File: src/glmd_pkg.sv
// ---------------------------------------------------------------------------
// glmd_pkg - shared definitions for the grid local minimum detector
// Widths, reset values, register indexes and word commands.
// ---------------------------------------------------------------------------
package glmd_pkg;

    // default line store depth, cells per row at most
    localparam int MAX_WIDTH_DEF = 128;

    // field widths
    localparam int LEVEL_W = 4;
    localparam int GW_W    = 8;
    localparam int GR_W    = 11;
    localparam int COL_W   = 7;
    localparam int ROW_W   = 10;
    localparam int COUNT_W = 18;

    // configuration reset values and limits
    localparam logic [GW_W-1:0] GRID_WIDTH_RST = 8'd100;
    localparam logic [GR_W-1:0] GRID_ROWS_RST  = 11'd100;
    localparam logic [GR_W-1:0] ROWS_MIN       = 11'd2;
    localparam logic [GR_W-1:0] ROWS_LIMIT     = 11'd1024;

    // register indexes on the configuration port
    localparam logic REG_GRID_WIDTH = 1'b0;
    localparam logic REG_GRID_ROWS  = 1'b1;

    // word commands
    localparam logic CMD_CELL = 1'b0;
    localparam logic CMD_PAD  = 1'b1;

    typedef logic [LEVEL_W-1:0] t_level;

endpackage

File: src/glmd_cell.sv
// ---------------------------------------------------------------------------
// glmd_cell - one column cell of the line stores
// Holds the middle and upper line entries and passes them on at each word.
// ---------------------------------------------------------------------------
module glmd_cell (
    input  logic             i_clk,
    input  logic             i_shift,
    input  glmd_pkg::t_level i_mid,
    input  glmd_pkg::t_level i_up,
    output glmd_pkg::t_level o_mid,
    output glmd_pkg::t_level o_up
);

    glmd_pkg::t_level r_mid;
    glmd_pkg::t_level r_up;

    // shift both lines one place on every accepted word
    always_ff @(posedge i_clk) begin
        if (i_shift) begin
            r_mid <= i_mid;
            r_up  <= i_up;
        end
    end

    assign o_mid = r_mid;
    assign o_up  = r_up;

endmodule

File: src/glmd_line.sv
// ---------------------------------------------------------------------------
// glmd_line - chain of cells forming the two line delays
// The middle line delays the incoming level by one row, the upper line
// delays the middle line output by one more row; the row length is a tap.
// ---------------------------------------------------------------------------
module glmd_line #(
    parameter int P_DEPTH = glmd_pkg::MAX_WIDTH_DEF
) (
    input  logic                       i_clk,
    input  logic                       i_shift,
    input  logic [$clog2(P_DEPTH)-1:0] i_tap_sel,
    input  glmd_pkg::t_level           i_level,
    output glmd_pkg::t_level           o_mid_tap,
    output glmd_pkg::t_level           o_up_tap
);

    glmd_pkg::t_level mid_q [P_DEPTH];
    glmd_pkg::t_level up_q  [P_DEPTH];

    // row of cells, each fed by its left neighbor
    genvar k;
    generate
        for (k = 0; k < P_DEPTH; k++) begin : g_cell
            glmd_pkg::t_level mid_d;
            glmd_pkg::t_level up_d;
            if (k == 0) begin : g_head
                assign mid_d = i_level;
                assign up_d  = o_mid_tap;
            end else begin : g_body
                assign mid_d = mid_q[k-1];
                assign up_d  = up_q[k-1];
            end
            glmd_cell u_cell (
                .i_clk   (i_clk),
                .i_shift (i_shift),
                .i_mid   (mid_d),
                .i_up    (up_d),
                .o_mid   (mid_q[k]),
                .o_up    (up_q[k])
            );
        end
    endgenerate

    // taps at the end of the active row length
    assign o_mid_tap = mid_q[i_tap_sel];
    assign o_up_tap  = up_q[i_tap_sel];

endmodule

File: src/grid_local_minimum_detector.sv
// ---------------------------------------------------------------------------
// grid_local_minimum_detector - 3x3 local minimum detector over a raster
// Marks each cell strictly below all existing 8-neighbours, with a
// running count of low cells per frame.
// ---------------------------------------------------------------------------
// Usage:
//   Input words (i_valid / o_stall) carry one raster cell each in row-major
//   order, or a padding word (command 1) that enters as level 0. After the
//   frame's last cell, grid_width+1 padding words flush the last results.
//   Result words (o_valid / i_stall) carry the position, level, low flag,
//   running low count and frame_done of one cell.
//   Throughput is one word per cycle while o_stall is low. A cell is
//   reported on the word that arrives grid_width+1 words after it, and the
//   result appears in the output register in the cycle after that word is
//   accepted; the first grid_width+1 words of each frame give no result.
//   When the receiver stalls, the held result stays on the outputs and
//   o_stall rises, so no input word is taken until the result leaves.
//   Reset clears the position, the count and the output valid flag and sets
//   grid_width and grid_rows to 100. The line stores are not cleared; their
//   stale entries only fall on clipped neighbours. Any register write
//   restarts the frame.
// ---------------------------------------------------------------------------
module grid_local_minimum_detector #(
    parameter int P_MAX_WIDTH = glmd_pkg::MAX_WIDTH_DEF
) (
    input  logic                          i_clk,
    input  logic                          i_rst_n,
    // input words
    input  logic                          i_valid,
    output logic                          o_stall,
    input  logic                          i_command,
    input  logic [glmd_pkg::LEVEL_W-1:0]  i_cell_level,
    // result words
    output logic                          o_valid,
    input  logic                          i_stall,
    output logic [glmd_pkg::COL_W-1:0]    o_cell_col,
    output logic [glmd_pkg::ROW_W-1:0]    o_cell_row,
    output logic [glmd_pkg::LEVEL_W-1:0]  o_reported_level,
    output logic                          o_is_low,
    output logic [glmd_pkg::COUNT_W-1:0]  o_low_count,
    output logic                          o_frame_done,
    // configuration port
    input  logic                          psel,
    input  logic                          penable,
    input  logic                          pwrite,
    input  logic [2:0]                    paddr,
    input  logic [31:0]                   pwdata,
    output logic [31:0]                   prdata,
    output logic                          pready
);

    localparam int CW = $clog2(P_MAX_WIDTH);
    localparam int EW = (CW + 1 > glmd_pkg::GW_W) ? CW + 1 : glmd_pkg::GW_W;
    localparam int GR = glmd_pkg::GR_W;

    // configuration registers
    logic [glmd_pkg::GW_W-1:0] r_grid_width;
    logic [GR-1:0]             r_grid_rows;
    logic                      cfg_wr;

    // position and count
    logic [CW-1:0]                r_col, n_col;
    logic [GR-1:0]                r_row, n_row;
    logic [glmd_pkg::COUNT_W-1:0] r_low_cnt, n_low_cnt;

    // window, indexed as three rows of three columns
    glmd_pkg::t_level r_win [9];
    glmd_pkg::t_level n_win [9];

    // output register
    logic                         r_out_valid;
    logic [glmd_pkg::COL_W-1:0]   r_out_col;
    logic [glmd_pkg::ROW_W-1:0]   r_out_row;
    glmd_pkg::t_level             r_out_level;
    logic                         r_out_low;
    logic [glmd_pkg::COUNT_W-1:0] r_out_count;
    logic                         r_out_done;

    logic             in_acc;
    logic [EW-1:0]    eff_w;
    logic [EW-1:0]    gw_ext;
    logic [GR-1:0]    eff_h;
    logic [CW-1:0]    tap_sel;
    logic [CW-1:0]    c_use;
    logic [EW-1:0]    c_next_ext;
    glmd_pkg::t_level lvl_in;
    glmd_pkg::t_level mid_tap;
    glmd_pkg::t_level up_tap;
    logic             have;
    logic [GR-1:0]    cr;
    logic [CW-1:0]    cc;
    logic             res_valid;
    logic             res_low;
    logic             res_done;
    logic             top_ok, bot_ok, left_ok, right_ok;
    glmd_pkg::t_level centre;

    // handshakes
    assign o_stall = r_out_valid && i_stall;
    assign in_acc  = i_valid && !o_stall;
    assign pready  = 1'b1;
    assign cfg_wr  = psel && penable && pwrite && pready;

    // effective width and row count, clamped to their legal ranges
    always_comb begin
        gw_ext = EW'(r_grid_width);
        if (gw_ext < EW'(2)) begin
            eff_w = EW'(2);
        end else if (gw_ext > EW'(P_MAX_WIDTH)) begin
            eff_w = EW'(P_MAX_WIDTH);
        end else begin
            eff_w = gw_ext;
        end
        if (r_grid_rows < glmd_pkg::ROWS_MIN) begin
            eff_h = glmd_pkg::ROWS_MIN;
        end else if (r_grid_rows > glmd_pkg::ROWS_LIMIT) begin
            eff_h = glmd_pkg::ROWS_LIMIT;
        end else begin
            eff_h = r_grid_rows;
        end
    end

    assign tap_sel = CW'(eff_w - EW'(1));
    assign lvl_in  = (i_command == glmd_pkg::CMD_PAD) ? '0 : i_cell_level;

    // line stores
    glmd_line #(
        .P_DEPTH (P_MAX_WIDTH)
    ) u_line (
        .i_clk     (i_clk),
        .i_shift   (in_acc),
        .i_tap_sel (tap_sel),
        .i_level   (lvl_in),
        .o_mid_tap (mid_tap),
        .o_up_tap  (up_tap)
    );

    // window shift, centre position, neighbour test and position advance
    always_comb begin
        c_use = (EW'(r_col) >= eff_w) ? '0 : r_col;

        for (int k = 0; k < 3; k++) begin
            n_win[k*3]     = r_win[k*3+1];
            n_win[k*3 + 1] = r_win[k*3+2];
        end
        n_win[2] = up_tap;
        n_win[5] = mid_tap;
        n_win[8] = lvl_in;
        centre   = n_win[4];

        if (c_use != '0) begin
            have = (r_row >= GR'(1));
            cr   = r_row - GR'(1);
            cc   = c_use - CW'(1);
        end else begin
            have = (r_row >= GR'(2));
            cr   = r_row - GR'(2);
            cc   = tap_sel;
        end
        res_valid = have && (cr < eff_h);

        top_ok   = (cr != '0);
        bot_ok   = (cr != eff_h - GR'(1));
        left_ok  = (cc != '0);
        right_ok = (cc != tap_sel);

        res_low = 1'b1;
        for (int k = 0; k < 9; k++) begin
            if (k != 4
                && !(k / 3 == 0 && !top_ok) && !(k / 3 == 2 && !bot_ok)
                && !(k % 3 == 0 && !left_ok) && !(k % 3 == 2 && !right_ok)
                && !(centre < n_win[k])) begin
                res_low = 1'b0;
            end
        end
        res_done = bot_ok == 1'b0 && right_ok == 1'b0;

        // saturating low count
        n_low_cnt = r_low_cnt;
        if (res_valid && res_low && r_low_cnt != '1) begin
            n_low_cnt = r_low_cnt + glmd_pkg::COUNT_W'(1);
        end

        c_next_ext = EW'(c_use) + EW'(1);
        if (c_next_ext >= eff_w) begin
            n_col = '0;
            n_row = r_row + GR'(1);
        end else begin
            n_col = CW'(c_next_ext);
            n_row = r_row;
        end
    end

    // configuration registers and readback
    always_ff @(posedge i_clk) begin
        if (!i_rst_n) begin
            r_grid_width <= glmd_pkg::GRID_WIDTH_RST;
            r_grid_rows  <= glmd_pkg::GRID_ROWS_RST;
        end else if (cfg_wr) begin
            case (paddr[2])
                glmd_pkg::REG_GRID_WIDTH: r_grid_width <= pwdata[glmd_pkg::GW_W-1:0];
                glmd_pkg::REG_GRID_ROWS:  r_grid_rows  <= pwdata[GR-1:0];
                default: ;
            endcase
        end
    end

    always_comb begin
        case (paddr[2])
            glmd_pkg::REG_GRID_WIDTH: prdata = 32'(r_grid_width);
            glmd_pkg::REG_GRID_ROWS:  prdata = 32'(r_grid_rows);
            default:                  prdata = '0;
        endcase
    end

    // position and count, restarted by a register write or at frame end
    always_ff @(posedge i_clk) begin
        if (!i_rst_n) begin
            r_col     <= '0;
            r_row     <= '0;
            r_low_cnt <= '0;
        end else if (cfg_wr || (in_acc && res_valid && res_done)) begin
            r_col     <= '0;
            r_row     <= '0;
            r_low_cnt <= '0;
        end else if (in_acc) begin
            r_col     <= n_col;
            r_row     <= n_row;
            r_low_cnt <= n_low_cnt;
        end
    end

    // window cells
    always_ff @(posedge i_clk) begin
        if (in_acc) begin
            for (int k = 0; k < 9; k++) begin
                r_win[k] <= n_win[k];
            end
        end
    end

    // output register
    always_ff @(posedge i_clk) begin
        if (!i_rst_n) begin
            r_out_valid <= 1'b0;
        end else if (in_acc) begin
            r_out_valid <= res_valid;
        end else if (!i_stall) begin
            r_out_valid <= 1'b0;
        end
    end

    always_ff @(posedge i_clk) begin
        if (in_acc && res_valid) begin
            r_out_col   <= glmd_pkg::COL_W'(cc);
            r_out_row   <= cr[glmd_pkg::ROW_W-1:0];
            r_out_level <= centre;
            r_out_low   <= res_low;
            r_out_count <= n_low_cnt;
            r_out_done  <= res_done;
        end
    end

    assign o_valid          = r_out_valid;
    assign o_cell_col       = r_out_col;
    assign o_cell_row       = r_out_row;
    assign o_reported_level = r_out_level;
    assign o_is_low         = r_out_low;
    assign o_low_count      = r_out_count;
    assign o_frame_done     = r_out_done;

    // column position always stays inside the active row
    a_col_in_row: assert property (@(posedge i_clk) disable iff (!i_rst_n)
        EW'(r_col) < eff_w)
        else $error("column position beyond row width");

    // frame end restarts the position
    a_frame_restart: assert property (@(posedge i_clk) disable iff (!i_rst_n)
        (in_acc && res_valid && res_done) |=> (r_col == '0 && r_row == '0))
        else $error("position not restarted after frame end");

    // a low cell is always counted
    a_low_counted: assert property (@(posedge i_clk) disable iff (!i_rst_n)
        (o_valid && o_is_low) |-> (o_low_count != '0))
        else $error("low cell reported with zero count");

endmodule
File: config.mk
export PLATFORM = sky130hd
export DESIGN_NAME = grid_local_minimum_detector
export DESIGN_NICKNAME = d
export VERILOG_FILES = /design/src/glmd_pkg.sv /design/src/glmd_cell.sv /design/src/glmd_line.sv /design/src/grid_local_minimum_detector.sv
export SDC_FILE = /design/constraint.sdc
export NUM_CORES = 1
export LEC_CHECK = 0
export BUFFER_PORTS_ARGS = -buffer_cell sky130_fd_sc_hd__buf_2
export CORE_MARGIN = 8
export CORE_UTILIZATION = 50
export CTS_CLUSTER_DIAMETER = 60
export CTS_CLUSTER_SIZE = 8
export DETAILED_ROUTE_END_ITERATION = 10
export MAX_ROUTING_LAYER = met4
export PLACE_DENSITY = 0.74
export SYNTH_ARGS = -nofsm -noshare
export SYNTH_HDL_FRONTEND = slang
export SYNTH_HIERARCHICAL = 1
export SYNTH_SLANG_ARGS = --single-unit
File: constraint.sdc
create_clock -name i_clk -period 37.7 [get_ports i_clk]
set_input_delay 7.54 -clock i_clk [delete_from_list [all_inputs] [get_ports i_clk]]
set_output_delay 7.54 -clock i_clk [all_outputs]
set_load 0.05 [all_outputs]
Yosys cells after proc, flatten, opt, wreduce, memory -nomap -nowiden. Memory sizes are Yosys's and may differ from the RTL's. Cells that the tools add are included.

Bits in registers: 1121. Latch bits: 0. Bits in writable memories: 36. Memory bits (read-only): 0. Output and inout port bits: 76. Word-level logic and storage cells: 373. Memories kept: 1.

$add $sub $neg: 8. $mul: 0. Div/mod/pow operators: 0. Order comparisons: 18. Eq/ne operators: 4. Shift operators: 0. Multiplexer cells: 30. Bitwise operators: 5. Reductions and logical operators: 39.

Memory list: r_win (depth 9, width 4, rd ports 6, clocked after Yosys merged registers in 0, wr ports 9, RTL line grid_local_minimum_detector.sv:67) `glmd_pkg::t_level r_win [9];`.

Operators with widths (number): $pmux W32 S2 (1); $bmux W4 S7 (2); $mux W11 (3); $lt A4 B4 Y1 (8); $logic_and A1 B1 Y1 (22); $sub A11 B1 Y11 const B (2); $mux W7 (3); $mux W4 (5); $add A18 B1 Y18 const B (1); $mux W18 (1); $ne A18 B18 Y1 const B (1); $mux W8 (2); $reduce_bool A7 Y1 (2); $sub A7 B1 Y7 const B (2); $mux W1 (13); $add A11 B1 Y11 const B (1); $ge A11 B1 Y1 const B (1); $ge A11 B2 Y1 const B (1); $gt A11 B11 Y1 const B (1); $lt A11 B11 Y1 (1); $lt A11 B2 Y1 const B (1); $ne A11 B11 Y1 (1); $reduce_bool A11 Y1 (1); $sub A11 B2 Y11 const B (1); other kinds (14) (27).

Depth between registers and ports, before layout. Gate-level depths: netlist of the first run.

Depth after elaboration: 21. Depth in mapped cells: 30. Gate-level depth less buffers: 26.

Modules after synthesis. Netlist of the first run, hierarchy kept.

By module, submodules not included: glmd_cell (instances 128, cells an instance 8, area an instance 240.2 um^2, seq. area each 240.2 um^2); grid_local_minimum_detector (instances 1, cells an instance 906, area an instance 8239.2 um^2, seq. area each 3072.9 um^2); glmd_line (instances 1, cells an instance 420, area an instance 8006.4 um^2, seq. area each 0.0 um^2).

Least setup slack after synthesis of the first run. No wires, ideal clock.

Path kind: input -> register. Start point: input i_stall. End point: register r_row[9]. Library setup time: 128 ps. Arrival time: 31617 ps. Setup slack: 5956 ps. Stages on the path: 7. Buffers on the path: 0. Cells stage by stage: nand2_1 > nand2_1 > inv_1 > nand4_1 > nor3_1 > xnor2_1 > nor2_1.

Longest elaborated chain between the ends: 7.

Ends and longest elaborated chain: from (decl) (RTL line grid_local_minimum_detector.sv:35) `input logic i_stall,`; $logic_and A1 B1 Y1 * (RTL line grid_local_minimum_detector.sv:99) `assign o_stall = r_out_valid && i_stall;`; $logic_not A1 Y1 * (RTL line grid_local_minimum_detector.sv:100) `assign in_acc = i_valid && !o_stall;`; $logic_and A1 B1 Y1 * (RTL line grid_local_minimum_detector.sv:100); named net in_acc (RTL line grid_local_minimum_detector.sv:79) `logic in_acc;`; $logic_and A1 B1 Y1 (2 in series) (RTL line grid_local_minimum_detector.sv:222) `end else if (cfg_wr || (in_acc && res_valid && res_done)) begin`; $logic_or A1 B1 Y1 (RTL line grid_local_minimum_detector.sv:222); $reduce_or A2 Y1 (no source line); to (signal assigned) (RTL line grid_local_minimum_detector.sv:228) `r_row <= n_row;`; to (decl) (RTL line grid_local_minimum_detector.sv:63) `logic [GR-1:0] r_row, n_row;`.

The timed path passes the listed nets; every way through them passes the cells marked *. A chain may end at the register's enable or synchronous reset.

Final worst setup path of the first run.
Start point: input paddr[2]. End point: output prdata[0].

Longest elaborated chain between the ends: 2.

Ends and longest elaborated chain: from (decl) (RTL line grid_local_minimum_detector.sv:46) `input logic [2:0] paddr,`; $not A1 Y1 (no source line); $pmux W32 S2 * (RTL line grid_local_minimum_detector.sv:209) `case (paddr[2])`; to (decl) (RTL line grid_local_minimum_detector.sv:48) `output logic [31:0] prdata,`.

Mark *: on every way between the ends. The rest lies on a longest branch, timed or not. The select of a mux whose other input is x is not followed.

==> results of run 1 <==
routing by layer:
layer | up-vias | global-route usage [%] | share of wire, %
li1 | 9889 | - | -
met1 | 11870 | 24.11 | 43
met2 | 808 | 27.43 | 48
met3 | 181 | 3.941 | 6.4
met4 | 0 | 5.810 | 2.6
met5 | - | - | 0
through the flow:
| step | setup slack [ns] | instance area [sq um] |
|---|---|---|
| 2_1_floorplan | 5.956 | 47070 |
| 3_3_place_gp | 21.82 | 48570 |
| 3_5_place_dp | 21.78 | 48570 |
| 4_1_cts | 21.78 | 53010 |
| 5_1_grt | 21.76 | 53010 |
| 6_report | 21.78 | 53010 |
power by group:
| part | switching [mW] | internal, mW | total (mW) |
|---|---|---|---|
| Combinational | 0.0999 | 0.0883 | 0.188 |
| Sequential | 0.0403 | 1.48 | 1.52 |
| Clock | 0.504 | 0.788 | 1.29 |
| Total | 0.644 | 2.35 | 3.00 |
registers in the layout, indices dropped and copies added, names as in the netlist, 10 cells and up:
register and flops:
u_line/g_cell.u_cell/o_mid 512, u_line/g_cell.u_cell/o_up 512, r_win 24, o_low_count 18, r_low_cnt 18, r_grid_rows 11
r_row 11, o_cell_row 10
final cells by class:
type                       instances  share of cell area [%]
tap                             1254                   2.960
timing repair buffer             103                   1.142
clock inverter                    11                  0.2785
clock buffer                     193                   8.087
inverter                          57                  0.4367
multi-input combinational       1026                   23.29
sequential                      1145                   63.81
placed cells by master (no fill, tap or decap), types with 25 or more instances in the layout:
cell type / netlist / routed
mux4_2: 336 / 336
nand3_1: 29 / 29
edfxtp_1: 1089 / 1089
ha_1: 62 / 62
dfxtp_1: 56 / 56
a21oi_1: 46 / 45
clkbuf_16: 0 / 167
clkbuf_1: 56 / 25
nor2_1: 71 / 70
buf_2: 32 / 77
nand2_1: 87 / 87
inv_1: 57 / 54
xnor2_1: 37 / 36
cells by family (layout without fill, tap and decap cells):
kind of cell	Yosys count	in the layout	synth area share (%)
AO/OA/AOI/OAI	191	191	2.817
XOR/XNOR	55	55	1.102
adder cells (fa/ha/maj)	62	62	1.651
buffers and inverters	199	364	1.978
flip-flops	1145	1145	71.97
multiplexers	358	358	16.62
other	2	22	0.01598
AND/OR/NAND/NOR	338	338	3.850
cells in the mapped netlist (all sizes together), types with 30 or more instances:
cell type | n | area share (%)
clkbuf | 56 | 0.45
nand3 | 30 | 0.35
a21oi | 48 | 0.54
xnor2 | 38 | 0.72
edfxtp | 1089 | 70
ha | 62 | 1.7
mux4 | 336 | 16
inv | 57 | 0.46
dfxtp | 56 | 2.4
nor2 | 71 | 0.57
buf | 86 | 1.1
nand2 | 87 | 0.69
worst max path at each step:
stage,startpoint,endpoint,slack [ns],cells after the start
after floorplan,i_stall,r_row[9]$_SDFFE_PP0P_,5.96,7
after global placement,paddr[2],prdata[1],21.82,3
after detailed placement,paddr[2],prdata[0],21.78,3
after CTS,paddr[2],prdata[0],21.78,3
after global routing,paddr[2],prdata[0],21.76,3
final,paddr[2],prdata[0],21.78,3
critical path: cells and delay by family:
kind | cells | cell delay (ns)
muxes | 1 | 0.38
buffers and inverters | 2 | 0.46
==> run_results.csv, run 1 <==
group,metric,value,unit
run_status,outcome,"completed",
clocking,cts_tree,"yes",
clocking,root_buffer,"clkbuf_16",
setup_path,crit_required,30.16,ns
drt,routed_wl,89.80,mm
clocking,postCtsSetupBuffers,0,
setup_path,r2r-start,"gw_ext[2]$_SDFFE_PN1P_",
min_path,hold_start,"u_line/g_cell[122].u_cell/o_mid[3]$_DFFE_PP_",
setup_path,path_max_fanout,14,
global_route,grt_max_degree,195,
timing,whs,0.4320,ns
finish,nets,2604,
finish,regArea,33820,sq um
yosys,yosys_warnings,6,
pwr,total_power,2.999,mW
min_path,hold_path.class,"reg2reg",
yosys,syn_area_per_cell,20.00,sq um
drt,drc,0,
drt,vias_per_cell,6.002,
clocking,cts_hold_buf,0,
yosys,synth-seq-cells,1145,
setup_path,slowest_stage,"mux2_2",
pwr,ir_drop,0.04186,mV
finish,fillers,6605,
clocking,numCtsBuffers,162,
clocking,insertion_delay,0.73,ns
finish,finish.utilization,56.88,%
timing,fin_tns_setup,0,ns
die,ios,123,
die,die-area,104100,sq um
global_route,grt_pass1_wl,142.3,mm
finish,layout-drive-gt1-share,26.11,%
drt,route.antenna.remaining_nets,0,
drt,dr.pass1.iters,5,
placed_design,gp_congestion,0.8652,
yosys,synthFlopType,"edfxtp_1",
drt,vias,22740,
yosys,netlist_area,47000,sq um
setup_path,slowest_delay,0.38,ns
finish,multi_input_comb_area,12340,sq um
setup_path,rrSetupSlack,28.68,ns
placed_design,hpwl,49.21,mm
timing,hold_viol_final,0,
yosys,postSynthCellCount,2350,
timing,min_period,15.92,ns
finish,area_delta_synth_final,12.79,%
yosys,synth_edf_count,1089,
setup_path,r2r-end,"o_low_count[1]$_DFFE_PN_",
timing,max_freq,62.81,MHz
flow_run,max_cap_viol_count,0,
setup_path,arrival,8.38,ns
timing,slew-limit-headroom,18.65,%
finish,n_antenna_cell,0,
yosys,ys_types,85,
clocking,cts_resized,0,
timing,finalMaxSlewViolations,0,
global_route,grt_pass1_vias,23930,
die,core_area,93190,sq um
global_route,grt_usage,17.91,%
timing,worst_pin_slew,1.217,ns
setup_path,crit_type,"in2out",
clocking,htreeDepth,4,
die,die_x,322.6,um
timing,skew,0.02410,ns
global_route,overflow,0,
timing,rsz0062_at_grt,"no",
pwr,cellPowerDensity,56.57,nW/um^2
setup_path,worst_r2r_path_depth,22,
drt,detail_route.wl_per_cell,23.70,um
finish,instances_no_fill,3789,
timing,setup_viol_count_final,0,
yosys,yosysSeqAreaShare,71.97,%
setup_path,critPathMostFrequentCell,"buf_2",
min_path,whs_endpoint,"u_line/g_cell[123].u_cell/o_mid[3]$_DFFE_PP_",
setup_path,startpoint_type,"input port",
min_path,holdPathStages,0,
clocking,cts.sinks,1145,
die,initial_core_util,50.43,%
pwr,p_leak,18.01,nW
placed_design,placed_cells,3585,
clocking,clockBufferDepth,3,
timing,fin_crit_sh,42.23,%
die,fp-row-count,112,
clocking,clk_pin_slew,0.05,ns
yosys,ys_async_sr_fraction,0,%
global_route,antenna_found_initial,0,
die,die_y,322.6,um
setup_path,worstPathCellList,"buf_2 -> mux2_2 -> buf_2",
setup_path,endpoint_kind,"primary output",
drt,drtIter0Drc,2255,
placed_design,io_buffers,77,
Note: power is estimated with default switching activity, not from simulation.
==> inputs of run 2 (changes only) <==
clock period = 16.5 ns   (was 37.7 ns; I/O delays follow)
==> run 2 against run 1 <==
  * Routed wire length rose by 0.35%
  * Clock power increased by 130%
  * Via count increased by 0.23%
  * Global-route usage about the same
  * Non-clock buffer count is 2 higher
  * Sequential power up 130%
  * Core utilization is 0.17 points higher
  * Flip-flop and latch count unchanged
  * Die area unchanged
  * Total power up 130%
  * Worst setup slack worse by 14 ns
  * Final area grew 0.30%
==> run_results.csv, run 2 (synthesized netlist as in run 1, its figures left out) <==
group,metric,value,unit
run_status,outcome,"completed",
die,initial_core_util,50.43,%
drt,drc,0,
placed_design,hpwl,49.34,mm
timing,fin_crit_sh,52.37,%
pwr,ir_drop,0.07595,mV
global_route,overflow,0,
global_route,grt_usage,17.86,%
setup_path,startpoint_type,"flop",
clocking,cts.sinks,1145,
pwr,cellPowerDensity,129.7,nW/um^2
setup_path,path_max_fanout,133,
finish,layout-drive-gt1-share,26.32,%
timing,min_period,8.640,ns
drt,route.antenna.remaining_nets,0,
global_route,grt_pass1_vias,23800,
clocking,insertion_delay,0.74,ns
timing,skew,0.06774,ns
clocking,cts_resized,0,
placed_design,placed_cells,3587,
timing,hold_viol_final,0,
clocking,numCtsBuffers,162,
timing,rsz0062_at_grt,"no",
drt,vias,22800,
finish,mostFrequentLayoutCell,"edfxtp_1",
drt,vias_per_cell,6.015,
clocking,postCtsSetupBuffers,0,
clocking,root_buffer,"clkbuf_16",
timing,slew-limit-headroom,17.44,%
setup_path,slowest_stage,"buf_4",
finish,area_delta_synth_final,13.13,%
clocking,htreeDepth,4,
clocking,clk_pin_slew,0.05,ns
timing,whs,0.3827,ns
global_route,grt_pass1_wl,142.4,mm
timing,setup_viol_count_final,0,
die,core_area,93190,sq um
setup_path,critPathTopFamily,"buffers and inverters",
clocking,cts_tree,"yes",
finish,final_cell_mix,"edfxtp_1 (1,089), mux4_2 (336), clkbuf_16 (164)",
pwr,p_leak,18.05,nW
placed_design,gp_congestion,0.8395,
pwr,total_power,6.895,mW
setup_path,slowest_delay,0.87,ns
clocking,clockBufferDepth,3,
setup_path,path_buf_inv,5,
die,die_y,322.6,um
setup_path,arrival,9.11,ns
setup_path,endpoint_kind,"flop",
global_route,grt_max_degree,226,
drt,drtIter0Drc,2471,
timing,fin_tns_setup,0,ns
timing,worst_pin_slew,1.238,ns
flow_run,max_cap_viol_count,0,
clocking,cts_hold_buf,0,
die,die-area,104100,sq um
setup_path,crit_required,16.97,ns
global_route,antenna_found_initial,1,
setup_path,worstPathCellList,"nor4_2 -> a211oi_1 -> buf_4 -> inv_8 -> ha_1 -> xnor2_2 -> buf_12 -> buf_4 -> mux4_2 -> mux4_2 -> mux4_2 -> mux2_2 -> inv_1 -> ha_1 -> a21o_1 -> a21o_1 -> a21oi_1 -> nor2_1 -> a221oi_1 -> o211ai_1 -> a21oi_4 -> and2_1 -> nand2b_1 -> mux2_2",
die,ios,123,
timing,finalMaxSlewViolations,0,
finish,nets,2606,
drt,detail_route.wl_per_cell,23.78,um
drt,dr.pass1.iters,5,
timing,max_freq,115.7,MHz
min_path,hold_path.class,"reg2reg",
setup_path,critPathMostFrequentCell,"mux4_2",
finish,instances_no_fill,3790,
die,die_x,322.6,um
drt,routed_wl,90.12,mm
placed_design,io_buffers,77,
die,fp-row-count,112,
setup_path,crit_type,"reg2reg",
==> run 2: area by class of cell <==
cell class | count | area, sq um
Fill cell | 6572 | 40020
Sequential cell | 1145 | 33820
Multi-Input combinational cell | 1026 | 12350
Clock buffer | 185 | 4183
Tap cell | 1254 | 1569
Timing Repair Buffer | 105 | 633.1
Clock inverter | 16 | 379.1
Inverter | 57 | 227.7
Antenna cell | 2 | 5.005
==> run 2: path summary, 6_finish.rpt <==
| kind | startpoint | end | slack, ns | cells after the start |
|---|---|---|---|---|
| setup reg to reg | gw_ext[2]$_SDFFE_PN1P_ | o_low_count[1]$_DFFE_PN_ | 7.86 | 24 |
| setup / recovery | gw_ext[2]$_SDFFE_PN1P_ | o_low_count[1]$_DFFE_PN_ | 7.86 | 24 |
| hold / removal | u_line/g_cell[116].u_cell/o_mid[1]$_DFFE_PP_ | u_line/g_cell[117].u_cell/o_mid[1]$_DFFE_PP_ | 0.38 | 0 |
| hold reg to reg | u_line/g_cell[116].u_cell/o_mid[1]$_DFFE_PP_ | u_line/g_cell[117].u_cell/o_mid[1]$_DFFE_PP_ | 0.38 | 0 |
==> run 2: worst register-to-register path: stages (launching register included) <==
cell and delay [ns]:
dfxtp_1 0.41, nor4_2 0.46, a211oi_1 0.15, buf_4 0.21, inv_8 0.51, ha_1 0.47
xnor2_2 0.19, buf_12 0.56, buf_4 1.05, mux4_2 0.49, mux4_2 0.48, mux4_2 0.51
mux2_2 0.30, inv_1 0.07, ha_1 0.23, a21o_1 0.17, a21o_1 0.18, a21oi_1 0.20
nor2_1 0.06, a221oi_1 0.25, o211ai_1 0.18, a21oi_4 0.29, and2_1 0.52, nand2b_1 0.18
mux2_2 0.30
==> run 2: per-layer routing <==
metal,wire (um),vias up,track usage (%)
li1,-,9883,-
met2,45280,757,28.13
met4,1653,0,5.115
met5,0,-,-
met3,5135,135,3.559
met1,38050,12020,23.89
==> run 2: metrics by stage <==
stage / worst slack (ns) / utilization (%) / cell area, sq um
6_report: 7.860 / 57.05 / 53170
5_1_grt: 7.165 / 57.05 / 53170
4_1_cts: 7.672 / 57.05 / 53160
3_5_place_dp: 7.716 / 52.15 / 48600
3_3_place_gp: 7.891 / 52.15 / 48600
2_1_floorplan: -3.190 / - / 47080
==> run 2: power by group <==
group	total [mW]	internal, mW	switching [mW]
Clock	3.00	1.79	1.21
Sequential	3.47	3.38	0.0932
Combinational	0.430	0.202	0.227
Total	6.90	5.37	1.53
==> inputs of run 3 (changes only) <==
ABC_AREA = 1   (was default)
clock period = 8.07 ns   (was 16.5 ns; I/O delays follow)
==> run 3 against run 2 <==
  * Critical path depth rose by 9
  * Synthesized cell count rose by 92%
  * Non-clock buffer count rose by 15
  * Synthesized area rose by 5.9%
  * Hold slack improved by 0.041 ns
  * Total power rose by 110%
  * Clock power rose by 100%
  * Cell count rose by 55%
  * Routed wire length rose by 19%
  * Global-route usage rose by 1.6 points
  * Largest cell class unchanged
==> run_results.csv, run 3 <==
group,metric,value,unit
run_status,outcome,"completed",
finish,final_cell_mix,"nand2_1 (1,491), edfxtp_1 (1,089), nand3_1 (1,013)",
clocking,cts.sinks,1145,
setup_path,crit_type,"reg2reg",
setup_path,endpoint_kind,"flop",
yosys,synth_most_common_cell,"nand2_1",
yosys,synth_edf_count,1089,
yosys,postSynthCellCount,4515,
placed_design,hpwl,55.75,mm
placed_design,gp_congestion,0.8651,
timing,rsz0062_at_grt,"no",
timing,fin_crit_sh,86.66,%
finish,finish.utilization,55.72,%
global_route,grtUsageMet1,26.91,%
min_path,hold_start,"u_line/g_cell[2].u_cell/o_mid[1]$_DFFE_PP_",
setup_path,crit_required,8.54,ns
global_route,busiest_layer,"met2",
clocking,cts_tree,"yes",
setup_path,startpoint_type,"flop",
yosys,netlist_area,49750,sq um
clocking,insertion_delay,0.74,ns
yosys,synth-seq-cells,1145,
drt,drc,0,
global_route,grt_pass1_vias,32530,
drt,dr.pass1.iters,6,
min_path,whs_endpoint,"u_line/g_cell[3].u_cell/o_mid[1]$_DFFE_PP_",
setup_path,critPathMostFrequentCell,"nand2_1",
yosys,syn_area_per_cell,11.02,sq um
yosys,ys_types,44,
global_route,grt_max_degree,224,
timing,finalMaxSlewViolations,0,
drt,vias_per_cell,5.686,
finish,nets,4655,
yosys,ys_async_sr_fraction,0,%
setup_path,rrSetupSlack,1.08,ns
clocking,clk_pin_slew,0.05,ns
timing,max_freq,143.0,MHz
yosys,synthFlopType,"edfxtp_1",
timing,fin_ws,1.076,ns
yosys,yosysSeqAreaShare,67.98,%
die,fp-row-count,115,
setup_path,arrival,7.46,ns
clocking,cts_resized,0,
timing,setup_viol_count_final,0,
pwr,cellPowerDensity,264.5,nW/um^2
pwr,p_sw_share,24.53,%
pwr,pwr-share-clk,41.4,%
timing,fin_tns_setup,0,ns
global_route,antenna_found_initial,0,
drt,vias,33350,
finish,layout-drive-gt1-share,7.099,%
global_route,gr-usage-met2,29.71,%
drt,routed_wl,107.0,mm
flow_run,max_cap_viol_count,0,
pwr,p_leak,21.46,nW
finish,mostFrequentLayoutCell,"nand2_1",
clocking,htreeDepth,4,
setup_path,critPathTopFamily,"simple AND/OR/NAND/NOR gates",
drt,detail_route.wl_per_cell,18.25,um
yosys,yosys_warnings,6,
clocking,postCtsSetupBuffers,0,
finish,n_antenna_cell,0,
global_route,grt_pass1_wl,173.5,mm
pwr,share_comb_of_total_power,9.2,%
finish,area_delta_synth_final,10.38,%
pwr,p_int,10.96,mW
timing,slew-limit-headroom,25.57,%
clocking,clockBufferDepth,3,
yosys,synth_top_area_share,65.73,%
timing,skew,0.03899,ns
die,die-area,109900,sq um
setup_path,path_max_fanout,30,
setup_path,path_buf_inv,2,
global_route,overflow,0,
global_route,grt_usage,19.50,%
die,die_y,331.4,um
die,initial_core_util,50.48,%
timing,min_period,6.994,ns
die,ios,123,
finish,fillers,7819,
pwr,pwr-share-seq,49.4,%
setup_path,worst_r2r_path_depth,33,
timing,worst_pin_slew,1.116,ns
min_path,holdPathStages,0,
global_route,use_met3,2.653,%
yosys,synth_common_cells,"nand2_1 (1,492), edfxtp_1 (1,089), nand3_1 (1,013)",
yosys,ys_top_cells_by_area,"edfxtp_1 (66%), nand2_1 (11%), nand3_1 (10%)",
setup_path,slowest_stage,"nor2_1",
setup_path,slowest_delay,0.75,ns
clocking,root_buffer,"clkbuf_16",
setup_path,r2r-end,"o_low_count[13]$_DFFE_PN_",
clocking,numCtsBuffers,161,
pwr,ir_drop,0.2280,mV
yosys,yosys.area.top_type,"edfxtp_1",
min_path,hold_path.class,"reg2reg",
placed_design,place_ws,1.111,ns
placed_design,io_buffers,77,
die,die_x,331.4,um
timing,whs,0.4234,ns
timing,hold_viol_final,0,
pwr,switchingPower,3.563,mW
die,core_area,98560,sq um
setup_path,r2r-start,"gw_ext[7]$_SDFFE_PN0P_",
drt,drtIter0Drc,4060,
drt,route.antenna.remaining_nets,0,
clocking,cts_hold_buf,0,
run 3: cell count changes in the layout (fill, tap and decap cells not counted), moves of 22 or more:
cell	delta
nand2_1	+1406
nand3_1	+984
mux4_2	-336
inv_1	+102
nor2_1	+68
xnor2_1	-23
nand4_1	+22
run 3: final cells by class:
class / count / area [sq um] / area share, %
multi-input combinational: 2951 / 13560 / 24.70
clock buffer: 181 / 4146 / 7.550
clock inverter: 14 / 245.2 / 0.4465
sequential: 1145 / 33820 / 61.59
timing repair buffer: 120 / 845.8 / 1.540
inverter: 167 / 685.7 / 1.248
tap: 1287 / 1610 / 2.932
run 3: metrics by stage:
stage / instances / power [mW] / area [sq um]
finish: 5865 / 14.53 / 54920
global route: 5865 / 15.06 / 54920
CTS: 5865 / 14.63 / 54920
detailed placement: 5670 / 8.601 / 50530
global placement: 5670 / 8.557 / 50530
floorplan: 4535 / 8.242 / 49840
run 3: metal layers:
| layer | share of wire [%] | wire length, um |
|---|---|---|
| met5 | 0 | 0 |
| met4 | 2.6 | 2754 |
| met3 | 7.5 | 7981 |
| met2 | 47 | 50110 |
| met1 | 43 | 46200 |
run 3: cell families (layout without fill, tap and decap cells):
family | count (synthesis) | count (layout) | share of synthesized area (%)
fa+ha+maj | 62 | 62 | 1.559
simple gates | 2721 | 2721 | 23.50
flops | 1145 | 1145 | 67.98
xor+xnor | 47 | 47 | 0.8274
compound gates | 99 | 99 | 1.179
buf+inv | 439 | 482 | 4.939
other cells | 2 | 22 | 0.01509
run 3: power groups by stage:
stage               clock, mW  combinational [mW]  sequential [mW]
floorplan                   0               0.987             7.26
CTS                      6.12                1.34             7.17
global route             6.35                1.50             7.21
detailed placement          0                1.33             7.27
global placement            0                1.30             7.25
finish                   6.01                1.34             7.17
run 3: worst max path at each step:
| stage | startpoint | to | slack [ns] | cells after the start |
|---|---|---|---|---|
| 4_1_cts | gw_ext[7]$_SDFFE_PN0P_ | o_low_count[13]$_DFFE_PN_ | 1.13 | 33 |
| 6_report | gw_ext[7]$_SDFFE_PN0P_ | o_low_count[13]$_DFFE_PN_ | 1.08 | 33 |
| 3_3_place_gp | gw_ext[7]$_SDFFE_PN0P_ | o_low_count[12]$_DFFE_PN_ | 1.24 | 33 |
| 2_1_floorplan | i_stall | r_win[1][0]$_DFFE_PP_ | 0.95 | 5 |
| 3_5_place_dp | gw_ext[7]$_SDFFE_PN0P_ | o_low_count[12]$_DFFE_PN_ | 1.11 | 33 |
| 5_1_grt | gw_ext[7]$_SDFFE_PN0P_ | r_low_cnt[14]$_SDFFE_PP0P_ | 0.39 | 35 |
